`config.mk`:
```
export PLATFORM = sky130hd
export DESIGN_NAME = tiered_event_admission_gate_core
export DESIGN_NICKNAME = d
export VERILOG_FILES = /design/src/sv/teag_pkg.sv /design/src/sv/tiered_event_admission_gate_core.sv /design/src/sv/teag_ram.sv /design/src/sv/teag_cfg_regs.sv /design/src/sv/teag_eval.sv
export SDC_FILE = /design/constraint.sdc
export NUM_CORES = 2
export LEC_CHECK = 0
export BUFFER_PORTS_ARGS = -buffer_cell sky130_fd_sc_hd__buf_2
export CAP_MARGIN = 20
export CORE_AREA = 2 2 567 850
export DETAILED_ROUTE_END_ITERATION = 10
export DIE_AREA = 0 0 569 852
export SLEW_MARGIN = 15
export SYNTH_ARGS = -nofsm -noshare
export SYNTH_HDL_FRONTEND = slang
export SYNTH_SLANG_ARGS = --single-unit
export TNS_END_PERCENT = 50
```
`constraint.sdc`:
```
create_clock -name clk -period 6.5 [get_ports clk]
set_input_delay 1.3 -clock clk [delete_from_list [all_inputs] [get_ports clk]]
set_output_delay 1.3 -clock clk [all_outputs]
set_load 0.005 [all_outputs]
```
`src/sv/teag_pkg.sv`:
```
// Shared types, constants and helper functions for the tiered event admission gate.
package teag_pkg;

  localparam int CATEGORIES = 64;
  localparam int TIME_BITS  = 32;

  localparam int CAT_IN_W = 6;
  localparam int CAT_W    = (CATEGORIES > 1) ? $clog2(CATEGORIES) : 1;
  localparam int REJ_W    = 15;
  localparam int GAP_W    = 31;
  localparam int ENTRY_W  = TIME_BITS + REJ_W;
  localparam int SUM_W    = ((TIME_BITS > GAP_W) ? TIME_BITS : GAP_W) + 1;

  localparam int NUM_REGS = 8;
  localparam int ADDR_W   = $clog2(NUM_REGS * 4);
  localparam int IDX_W    = $clog2(NUM_REGS);

  typedef enum logic [1:0] {
    OP_CHECK  = 2'd0,
    OP_FIRE   = 2'd1,
    OP_MUTE   = 2'd2,
    OP_REJECT = 2'd3
  } op_e;

  typedef enum logic [1:0] {
    TIER_SILENT  = 2'd0,
    TIER_AMBIENT = 2'd1,
    TIER_ACTIVE  = 2'd2,
    TIER_URGENT  = 2'd3
  } tier_e;

  typedef enum logic [2:0] {
    OUT_PASS   = 3'd0,
    OUT_RATE   = 3'd1,
    OUT_QUIET  = 3'd2,
    OUT_MUTED  = 3'd3,
    OUT_SILENT = 3'd4
  } outcome_e;

  typedef enum logic [IDX_W-1:0] {
    REG_QUIET_EN   = 3'd0,
    REG_QUIET_ST   = 3'd1,
    REG_QUIET_END  = 3'd2,
    REG_GAP_AMB    = 3'd3,
    REG_GAP_ACT    = 3'd4,
    REG_GAP_URG    = 3'd5,
    REG_REJ_LIMIT  = 3'd6,
    REG_AUTO_MUTE  = 3'd7
  } reg_idx_e;

  typedef struct packed {
    logic               quiet_enable;
    logic [4:0]         quiet_start;
    logic [4:0]         quiet_end;
    logic [GAP_W-1:0]   gap_ambient;
    logic [GAP_W-1:0]   gap_active;
    logic [GAP_W-1:0]   gap_urgent;
    logic signed [15:0] reject_limit;
    logic signed [31:0] auto_mute_secs;
  } cfg_t;

  typedef struct packed {
    op_e                   op;
    tier_e                 tier;
    logic [CAT_IN_W-1:0]   category;
    logic [TIME_BITS-1:0]  now;
    logic [4:0]            hour;
    logic signed [31:0]    mute_secs;
    logic signed [15:0]    reject_in;
  } item_t;

  typedef struct packed {
    logic [TIME_BITS-1:0] mute_until;
    logic [REJ_W-1:0]     rejects;
  } entry_t;

  typedef struct packed {
    logic                 ent_we;
    entry_t               ent_new;
    logic                 tlf_we;
    outcome_e             outcome;
    logic [REJ_W-1:0]     reject_count;
    logic [TIME_BITS-1:0] last_fired;
  } upd_t;

  localparam logic [TIME_BITS-1:0] TIME_MAX = {TIME_BITS{1'b1}};

  function automatic logic cat_in_range(input logic [CAT_IN_W-1:0] cat);
    return 32'(cat) < 32'(CATEGORIES);
  endfunction

  // Expiry for a mute of dur seconds from now: clear on dur <= 0, saturate on overflow.
  function automatic logic [TIME_BITS-1:0] mute_expiry(input logic [TIME_BITS-1:0] now,
                                                       input logic signed [31:0] dur);
    logic [SUM_W-1:0] sum;
    sum = SUM_W'(now) + SUM_W'(dur[30:0]);
    if (dur <= 32'sd0) begin
      return '0;
    end
    if (sum > SUM_W'(TIME_MAX)) begin
      return TIME_MAX;
    end
    return TIME_BITS'(sum);
  endfunction

endpackage

```
`src/sv/tiered_event_admission_gate_core.sv`:
```
// Top level of the tiered event admission gate: input stage, category store, result register.
// An accepted item passes the input register, then the result register, which drives out_valid;
// the result is valid while out_valid is high. Results cannot be stalled by the receiver.
// Throughput: one item per cycle; busy stays low, the category store is read at accept
// and written in the following cycle, with a bypass for back-to-back items on one category.
// Reset: synchronous rst_n restores register defaults, clears firing times and entry marks.
module tiered_event_admission_gate_core (
  input  logic                        clk,
  input  logic                        rst_n,
  input  logic                        start,
  output logic                        busy,
  input  logic [1:0]                  in_op,
  input  logic [1:0]                  in_tier,
  input  logic [5:0]                  in_category,
  input  logic [31:0]                 in_now_secs,
  input  logic [4:0]                  in_local_hour,
  input  logic signed [31:0]          in_mute_secs,
  input  logic signed [15:0]          in_reject_in,
  output logic                        out_valid,
  output logic [2:0]                  out_outcome,
  output logic [14:0]                 out_reject_count,
  output logic [31:0]                 out_last_fired,
  input  logic                        psel,
  input  logic                        penable,
  input  logic                        pwrite,
  input  logic [teag_pkg::ADDR_W-1:0] paddr,
  input  logic [31:0]                 pwdata,
  output logic [31:0]                 prdata,
  output logic                        pready
);
  import teag_pkg::*;

  cfg_t                 cfg;
  logic                 accept;
  item_t                s1_item_r;
  logic                 s1_vld_r;
  logic [CAT_W-1:0]     cat_idx;
  logic                 cat_ok;
  logic [CATEGORIES-1:0] ent_vld_r;
  logic                 byp_vld_r;
  logic [CAT_W-1:0]     byp_addr_r;
  entry_t               byp_data_r;
  logic [ENTRY_W-1:0]   ram_rdata;
  entry_t               ram_q;
  entry_t               ent_cur;
  logic                 ent_wr;
  logic [TIME_BITS-1:0] tlf_r [3];
  logic [TIME_BITS-1:0] last_cur;
  upd_t                 upd;
  logic                 out_valid_r;
  logic [2:0]           out_outcome_r;
  logic [14:0]          out_reject_r;
  logic [31:0]          out_last_r;

  assign busy   = 1'b0;
  assign accept = start && !busy;

  teag_cfg_regs u_cfg (
    .clk     (clk),
    .rst_n   (rst_n),
    .psel    (psel),
    .penable (penable),
    .pwrite  (pwrite),
    .paddr   (paddr),
    .pwdata  (pwdata),
    .prdata  (prdata),
    .pready  (pready),
    .cfg     (cfg)
  );

  always_ff @(posedge clk) begin
    if (!rst_n) begin
      s1_vld_r <= 1'b0;
    end else begin
      s1_vld_r <= accept;
    end
  end

  always_ff @(posedge clk) begin
    if (accept) begin
      s1_item_r.op        <= op_e'(in_op);
      s1_item_r.tier      <= tier_e'(in_tier);
      s1_item_r.category  <= in_category;
      s1_item_r.now       <= TIME_BITS'(in_now_secs);
      s1_item_r.hour      <= in_local_hour;
      s1_item_r.mute_secs <= in_mute_secs;
      s1_item_r.reject_in <= in_reject_in;
    end
  end

  assign cat_idx = CAT_W'(s1_item_r.category);
  assign cat_ok  = cat_in_range(s1_item_r.category);
  assign ent_wr  = s1_vld_r && upd.ent_we;

  teag_ram #(
    .WIDTH (ENTRY_W),
    .DEPTH (CATEGORIES)
  ) u_store (
    .clk   (clk),
    .we    (ent_wr),
    .waddr (cat_idx),
    .wdata (upd.ent_new),
    .raddr (CAT_W'(in_category)),
    .rdata (ram_rdata)
  );

  assign ram_q = entry_t'(ram_rdata);

  // Hold the write made at the read edge; the RAM returns the old word for it.
  always_ff @(posedge clk) begin
    if (!rst_n) begin
      byp_vld_r <= 1'b0;
    end else begin
      byp_vld_r <= ent_wr;
    end
  end

  always_ff @(posedge clk) begin
    byp_addr_r <= cat_idx;
    byp_data_r <= upd.ent_new;
  end

  always_ff @(posedge clk) begin
    if (!rst_n) begin
      ent_vld_r <= '0;
    end else if (ent_wr) begin
      ent_vld_r[cat_idx] <= 1'b1;
    end
  end

  always_comb begin
    priority if (!cat_ok) begin
      ent_cur = '0;
    end else if (byp_vld_r && byp_addr_r == cat_idx) begin
      ent_cur = byp_data_r;
    end else if (ent_vld_r[cat_idx]) begin
      ent_cur = ram_q;
    end else begin
      ent_cur = '0;
    end
  end

  always_comb begin
    unique case (s1_item_r.tier)
      TIER_AMBIENT: last_cur = tlf_r[0];
      TIER_ACTIVE:  last_cur = tlf_r[1];
      TIER_URGENT:  last_cur = tlf_r[2];
      default:      last_cur = '0;
    endcase
  end

  teag_eval u_eval (
    .item (s1_item_r),
    .cfg  (cfg),
    .ent  (ent_cur),
    .last (last_cur),
    .upd  (upd)
  );

  always_ff @(posedge clk) begin
    if (!rst_n) begin
      tlf_r[0] <= '0;
      tlf_r[1] <= '0;
      tlf_r[2] <= '0;
    end else if (s1_vld_r && upd.tlf_we) begin
      unique case (s1_item_r.tier)
        TIER_AMBIENT: tlf_r[0] <= s1_item_r.now;
        TIER_ACTIVE:  tlf_r[1] <= s1_item_r.now;
        TIER_URGENT:  tlf_r[2] <= s1_item_r.now;
        default: ;
      endcase
    end
  end

  always_ff @(posedge clk) begin
    if (!rst_n) begin
      out_valid_r <= 1'b0;
    end else begin
      out_valid_r <= s1_vld_r;
    end
  end

  always_ff @(posedge clk) begin
    if (s1_vld_r) begin
      out_outcome_r <= upd.outcome;
      out_reject_r  <= upd.reject_count;
      out_last_r    <= 32'(upd.last_fired);
    end
  end

  assign out_valid        = out_valid_r;
  assign out_outcome      = out_outcome_r;
  assign out_reject_count = out_reject_r;
  assign out_last_fired   = out_last_r;

  a_result_follows: assert property (@(posedge clk) disable iff (!rst_n)
    accept |=> ##1 out_valid)
    else $error("accepted item produced no result");

  a_outcome_only_check: assert property (@(posedge clk) disable iff (!rst_n)
    (out_valid && out_outcome != OUT_PASS) |-> $past(s1_item_r.op) == OP_CHECK)
    else $error("non-check item gave a non-pass outcome");

  a_silent_no_fire: assert property (@(posedge clk) disable iff (!rst_n)
    (out_valid && out_outcome == OUT_SILENT) |-> out_last_fired == '0)
    else $error("silent item reported a firing time");

  a_entry_marked: assert property (@(posedge clk) disable iff (!rst_n)
    ent_wr |=> ent_vld_r[$past(cat_idx)])
    else $error("written category entry not marked valid");

endmodule

```
`src/sv/teag_ram.sv`:
```
// Generic single-port-write, single-port-read RAM with registered read data.
module teag_ram #(
  parameter int WIDTH = 8,
  parameter int DEPTH = 16
) (
  input  logic                     clk,
  input  logic                     we,
  input  logic [$clog2(DEPTH)-1:0] waddr,
  input  logic [WIDTH-1:0]         wdata,
  input  logic [$clog2(DEPTH)-1:0] raddr,
  output logic [WIDTH-1:0]         rdata
);

  logic [WIDTH-1:0] mem [DEPTH];
  logic [WIDTH-1:0] rdata_r;

  always_ff @(posedge clk) begin
    if (we) begin
      mem[waddr] <= wdata;
    end
    rdata_r <= mem[raddr];
  end

  assign rdata = rdata_r;

endmodule

```
`src/sv/teag_cfg_regs.sv`:
```
// APB-style configuration register bank for the admission gate.
module teag_cfg_regs (
  input  logic                   clk,
  input  logic                   rst_n,
  input  logic                   psel,
  input  logic                   penable,
  input  logic                   pwrite,
  input  logic [teag_pkg::ADDR_W-1:0] paddr,
  input  logic [31:0]            pwdata,
  output logic [31:0]            prdata,
  output logic                   pready,
  output teag_pkg::cfg_t         cfg
);
  import teag_pkg::*;

  cfg_t     cfg_r;
  reg_idx_e idx;
  logic     wr_en;

  assign idx    = reg_idx_e'(paddr[ADDR_W-1:2]);
  assign wr_en  = psel && penable && pwrite && pready;
  assign pready = 1'b1;
  assign cfg    = cfg_r;

  always_ff @(posedge clk) begin
    if (!rst_n) begin
      cfg_r.quiet_enable   <= 1'b1;
      cfg_r.quiet_start    <= 5'd22;
      cfg_r.quiet_end      <= 5'd7;
      cfg_r.gap_ambient    <= GAP_W'(1800);
      cfg_r.gap_active     <= GAP_W'(300);
      cfg_r.gap_urgent     <= '0;
      cfg_r.reject_limit   <= 16'sd3;
      cfg_r.auto_mute_secs <= 32'sd86400;
    end else if (wr_en) begin
      unique case (idx)
        REG_QUIET_EN:  cfg_r.quiet_enable   <= pwdata[0];
        REG_QUIET_ST:  cfg_r.quiet_start    <= pwdata[4:0];
        REG_QUIET_END: cfg_r.quiet_end      <= pwdata[4:0];
        REG_GAP_AMB:   cfg_r.gap_ambient    <= pwdata[GAP_W-1:0];
        REG_GAP_ACT:   cfg_r.gap_active     <= pwdata[GAP_W-1:0];
        REG_GAP_URG:   cfg_r.gap_urgent     <= pwdata[GAP_W-1:0];
        REG_REJ_LIMIT: cfg_r.reject_limit   <= pwdata[15:0];
        REG_AUTO_MUTE: cfg_r.auto_mute_secs <= pwdata;
        default: ;
      endcase
    end
  end

  always_comb begin
    unique case (idx)
      REG_QUIET_EN:  prdata = 32'(cfg_r.quiet_enable);
      REG_QUIET_ST:  prdata = 32'(cfg_r.quiet_start);
      REG_QUIET_END: prdata = 32'(cfg_r.quiet_end);
      REG_GAP_AMB:   prdata = 32'(cfg_r.gap_ambient);
      REG_GAP_ACT:   prdata = 32'(cfg_r.gap_active);
      REG_GAP_URG:   prdata = 32'(cfg_r.gap_urgent);
      REG_REJ_LIMIT: prdata = 32'(cfg_r.reject_limit);
      REG_AUTO_MUTE: prdata = cfg_r.auto_mute_secs;
      default:       prdata = '0;
    endcase
  end

endmodule

```
`src/sv/teag_eval.sv`:
```
// Outcome decision and state update for one item held in the input register.
module teag_eval (
  input  teag_pkg::item_t                 item,
  input  teag_pkg::cfg_t                  cfg,
  input  teag_pkg::entry_t                ent,
  input  logic [teag_pkg::TIME_BITS-1:0]  last,
  output teag_pkg::upd_t                  upd
);
  import teag_pkg::*;

  logic             cat_ok;
  logic             quiet;
  logic             non_urgent;
  logic [GAP_W-1:0] need;
  logic [SUM_W-1:0] elapsed;
  logic             rate_hit;
  logic             auto_mute;
  entry_t           ent_new;

  assign cat_ok     = cat_in_range(item.category);
  assign non_urgent = (item.tier != TIER_URGENT);

  always_comb begin
    if (!cfg.quiet_enable || cfg.quiet_start == cfg.quiet_end) begin
      quiet = 1'b0;
    end else if (cfg.quiet_start < cfg.quiet_end) begin
      quiet = (item.hour >= cfg.quiet_start) && (item.hour < cfg.quiet_end);
    end else begin
      // window wraps past midnight
      quiet = (item.hour >= cfg.quiet_start) || (item.hour < cfg.quiet_end);
    end
  end

  always_comb begin
    unique case (item.tier)
      TIER_AMBIENT: need = cfg.gap_ambient;
      TIER_ACTIVE:  need = cfg.gap_active;
      TIER_URGENT:  need = cfg.gap_urgent;
      default:      need = '0;
    endcase
  end

  assign elapsed  = SUM_W'(item.now) - SUM_W'(last);
  assign rate_hit = (need != '0) && (last != '0) &&
                    ((item.now < last) || (elapsed < SUM_W'(need)));

  assign auto_mute = (item.reject_in >= cfg.reject_limit);

  always_comb begin
    ent_new = ent;
    unique case (item.op)
      OP_MUTE: begin
        ent_new.mute_until = mute_expiry(item.now, item.mute_secs);
      end
      OP_REJECT: begin
        ent_new.rejects = (item.reject_in <= 16'sd0) ? '0 : item.reject_in[REJ_W-1:0];
        if (auto_mute) begin
          ent_new.mute_until = mute_expiry(item.now, cfg.auto_mute_secs);
        end
      end
      default: ;
    endcase
  end

  always_comb begin
    upd.ent_we  = cat_ok && (item.op == OP_MUTE || item.op == OP_REJECT);
    upd.ent_new = ent_new;
    upd.tlf_we  = (item.op == OP_FIRE) && (item.tier != TIER_SILENT);
    upd.outcome = OUT_PASS;
    if (item.op == OP_CHECK) begin
      priority if (item.tier == TIER_SILENT) begin
        upd.outcome = OUT_SILENT;
      end else if (non_urgent && item.now < ent.mute_until) begin
        upd.outcome = OUT_MUTED;
      end else if (non_urgent && quiet) begin
        upd.outcome = OUT_QUIET;
      end else if (rate_hit) begin
        upd.outcome = OUT_RATE;
      end else begin
        upd.outcome = OUT_PASS;
      end
    end
    upd.reject_count = cat_ok ? ent_new.rejects : '0;
    if (item.tier == TIER_SILENT) begin
      upd.last_fired = '0;
    end else if (upd.tlf_we) begin
      upd.last_fired = item.now;
    end else begin
      upd.last_fired = last;
    end
  end

endmodule

```
==> results by group <==
Timing
  – Slew @ Worst Pin: roughly 1.3 ns
  – Period utilisation layout: 94.5%
  – Clk_skew: approximately 0.091 ns
  – RSZ-0062 raised after global routing: no
  – Fmax: 0.163 GHz
  – Final hold vios: 0
  – Setup violators final: 0
  – Final min period: 6.14 ns
  – Setup TNS: 0 ns
  – Final Slew Violations: 0
  – Rel. slew slack: about 16%
  – Final Worst Setup Slack: 0.356 ns

Final layout
  – Synthesis-to-finish area growth: 15.3%
  – # fillers: 44100
  – Final net count: 7899
  – Share of cells above drive strength 1: 27.6%
  – Cell Count, Final, Fillers Out: 14100
  – Final Cell Area: 165000 sq um

Critical path
  – Crit end category: flip-flop
  – Reg2reg setup slack: between 0.3 and 0.4 ns
  – FF-to-FF path depth: 20
  – Setup crit start: s1_item_r[91]
  – Kind of critical path: reg2reg
  – CP endpoint: out_outcome[0]
  – Crit path required time: 7.18 ns
  – CP max FO: 12
  – RR Startpoint: s1_item_r[91]
  – Crit path launch type: flip-flop
  – Worst EP arrival: 6.82 ns
  – R2R Path End: out_outcome[0]

Detailed routing
  – Drt drc: 0
  – Via-per-instance ratio: about 5.3
  – Wire length per cell: 29.7 um
  – Final WL: 418000 um
  – Vias: 75000
  – DRT Pass-1 Iters: 5
  – Initial DRC count: 8178
  – Detail Route Antenna Nets: 0

Clock network
  – CTS Buffer Depth: 4
  – Setup bufs post-CTS: 0
  – Sink Count: 3568
  – Clk root buf: clkbuf_16
  – Clk slew on worst S/H paths: 0.07 ns
  – Post-CTS sizing: 0
  – Hold_buf cts: 0
  – CTS tree: built
  – Num CTS Buffers: 317
  – CTS H-Tree Depth: 5
  – Clock Latency Late Sink: 0.96 ns

Yosys
  – Synth top area cells: edfxtp_1 (68%), mux4_2 (16%), dfxtp_1 (4.5%)
  – Yosys top cell by area: edfxtp_1
  – Synthesized flop and latch total: ~3600
  – Mapped cell area: between 100000 and 150000 sq um
  – Post-Syn Nets: 7496
  – Ys async rst share: 0%
  – Mapped Avg Cell Area: 19.9 sq um
  – Yosys warnings: 0
  – Mapped Cells: 7170
  – Top cells by count, synth: edfxtp_1 (3249), mux4_2 (1016), nand2_1 (418)
  – Most frequent cell after synthesis: edfxtp_1
  – Post-synth EDFFs: 3249
  – Yosys cell types: between 80 and 90
  – Sequential element share of the synthesized area: about 73%
  – Top-area cell type share of the netlist area: 68.3%
  – Dominant synthesized flop cell: edfxtp_1

Power and ir drop
  – Pleak: 52.1 nW
  – Max IR drop VDD: 299 uV
  – Overall power: ~50 mW
  – PwrDens: 304 nW/um^2

Global routing
  – GR Overflow Total: 0
  – Number of global-route vias before repair: 76300
  – First-pass GRT wire length: 583000 um
  – Largest net degree at the start of global routing: 131
  – Antenna violations before repair: 22
  – All-Layer GR Usage: 16.8%

Hold path
  – HP Class: reg2reg
  – Hold_sp: ent_vld_r[40]

Job
  – # Max-Cap Violations: 0

Die
  – Num rows: between 300 and 400
  – DIE WIDTH: ~570 um
  – Die H: about 850 um
  – Initial Utilization: 29.9%
  – Die area: between 400000 and 500000 sq um
  – Core area: 477000 sq um
  – Ports: 223

Placement
  – Cell area after placement: 154000 sq um
  – Port bufs: 218
  – Final HPWL DP: 248000 um
  – Placer Congestion: 0.917
  – Pre-CTS WS: 0.263 ns
  – Placed Cells: between 10000 and 15000

Run status
  – Run status: completed
-- layout make-up --
type	count	area, sq um	share of cell area (%)
multi-input cells	3152	38000	23.1
flip-flops and latches	3568	104000	63.2
repair buffers	472	3960	2.40
well taps	6260	7830	4.76
clock inverters	179	2050	1.24
inverters	62	233	0.141
clock buffers	391	8520	5.18
diodes	6	15.0	0.00912
-- cell families after synthesis --
kind of cell | Yosys count | synth area share (%)
buf+inv | 450 | 1.21
flops | 3568 | 72.8
xor+xnor | 77 | 0.472
compound gates | 856 | 4.07
mux | 1123 | 16.9
fa+ha+maj | 189 | 1.67
simple gates | 905 | 2.90
other cells | 2 | 0.00526
-- worst min path at each step --
stage	to	slack, ns	depth (start not counted)
after floorplan	byp_addr_r[1]	0.35	0
after global placement	ent_vld_r[38]	0.44	1
final	ent_vld_r[40]	0.46	1
after CTS	ent_vld_r[22]	0.46	1
after detailed placement	ent_vld_r[22]	0.45	1
after global routing	ent_vld_r[22]	0.47	1
-- critical path: stages (launching register included) --
cell and delay, ns:
edfxtp_1 0.71, nor2b_4 0.39, a22o_1 0.40, ha_1 0.26, fa_1 0.23, nor2b_1 0.08, o2111ai_1 0.26, nand4b_1 0.28
o21a_1 0.26, o21ai_0 0.38, o21bai_1 0.12, a21oi_1 0.24, xnor2_1 0.11, ha_1 0.33, nand4_1 0.14, or4_1 0.54
o221ai_1 0.28, a31oi_1 0.20, nor3_1 0.19, nor4_1 0.08, a2111o_1 0.42
-- sequential cells by signal, summed over array words and instances (netlist names), 6 cells and up --
name              count
s1_item_r            89
ent_vld_r            64
tlf_r                96
u_store.mem        3008
out_reject_count     15
cat_idx               6
u_cfg.cfg           152
byp_addr_r            6
byp_data_r           47
u_store.rdata        47
out_last_fired       32
-- routing by layer --
| metal | vias to the layer above | share of wire [%] | GRT usage (%) |
|---|---|---|---|
| met2 | 3198 | 53 | 30.5 |
| li1 | 30500 | - | - |
| met3 | 709 | 6.4 | 2.04 |
| met4 | 2 | 4.5 | 7.00 |
| met5 | - | 0.0033 | 0 |
| met1 | 40600 | 36 | 20.0 |
-- report_power, final --
group / total, mW / internal [mW] / switching, mW
sequential: 26.3 / 26.1 / 0.236
combinational: 4.20 / 1.48 / 2.72
clock: 19.5 / 11.0 / 8.53
-- cell usage in the layout (no fill, tap or decap), types with 41 or more instances in the layout --
cell	n
a21boi_0	127
a21o_1	45
a21oi_1	134
a22oi_1	114
buf_12	69
buf_2	210
buf_4	185
clkbuf_1	53
clkbuf_16	326
clkinv_1	44
clkinv_2	53
dfxtp_1	318
edfxtp_1	3249
ha_1	185
inv_1	61
mux2_2	77
mux4_2	1016
nand2_1	418
nand3_1	48
nand4_1	41
nor2_1	113
nor2_4	68
o21a_1	87
o21ai_0	136
xnor2_1	54
-- stage by stage --
| stage | util, % | hold slack (ns) |
|---|---|---|
| after floorplan | - | 0.346 |
| after global placement | 32.2 | 0.439 |
| after detailed placement | 32.2 | 0.450 |
| after CTS | 34.5 | 0.464 |
| after global routing | 34.5 | 0.472 |
| final | 34.5 | 0.464 |
No activity file was read; power rests on OpenSTA's default activity.
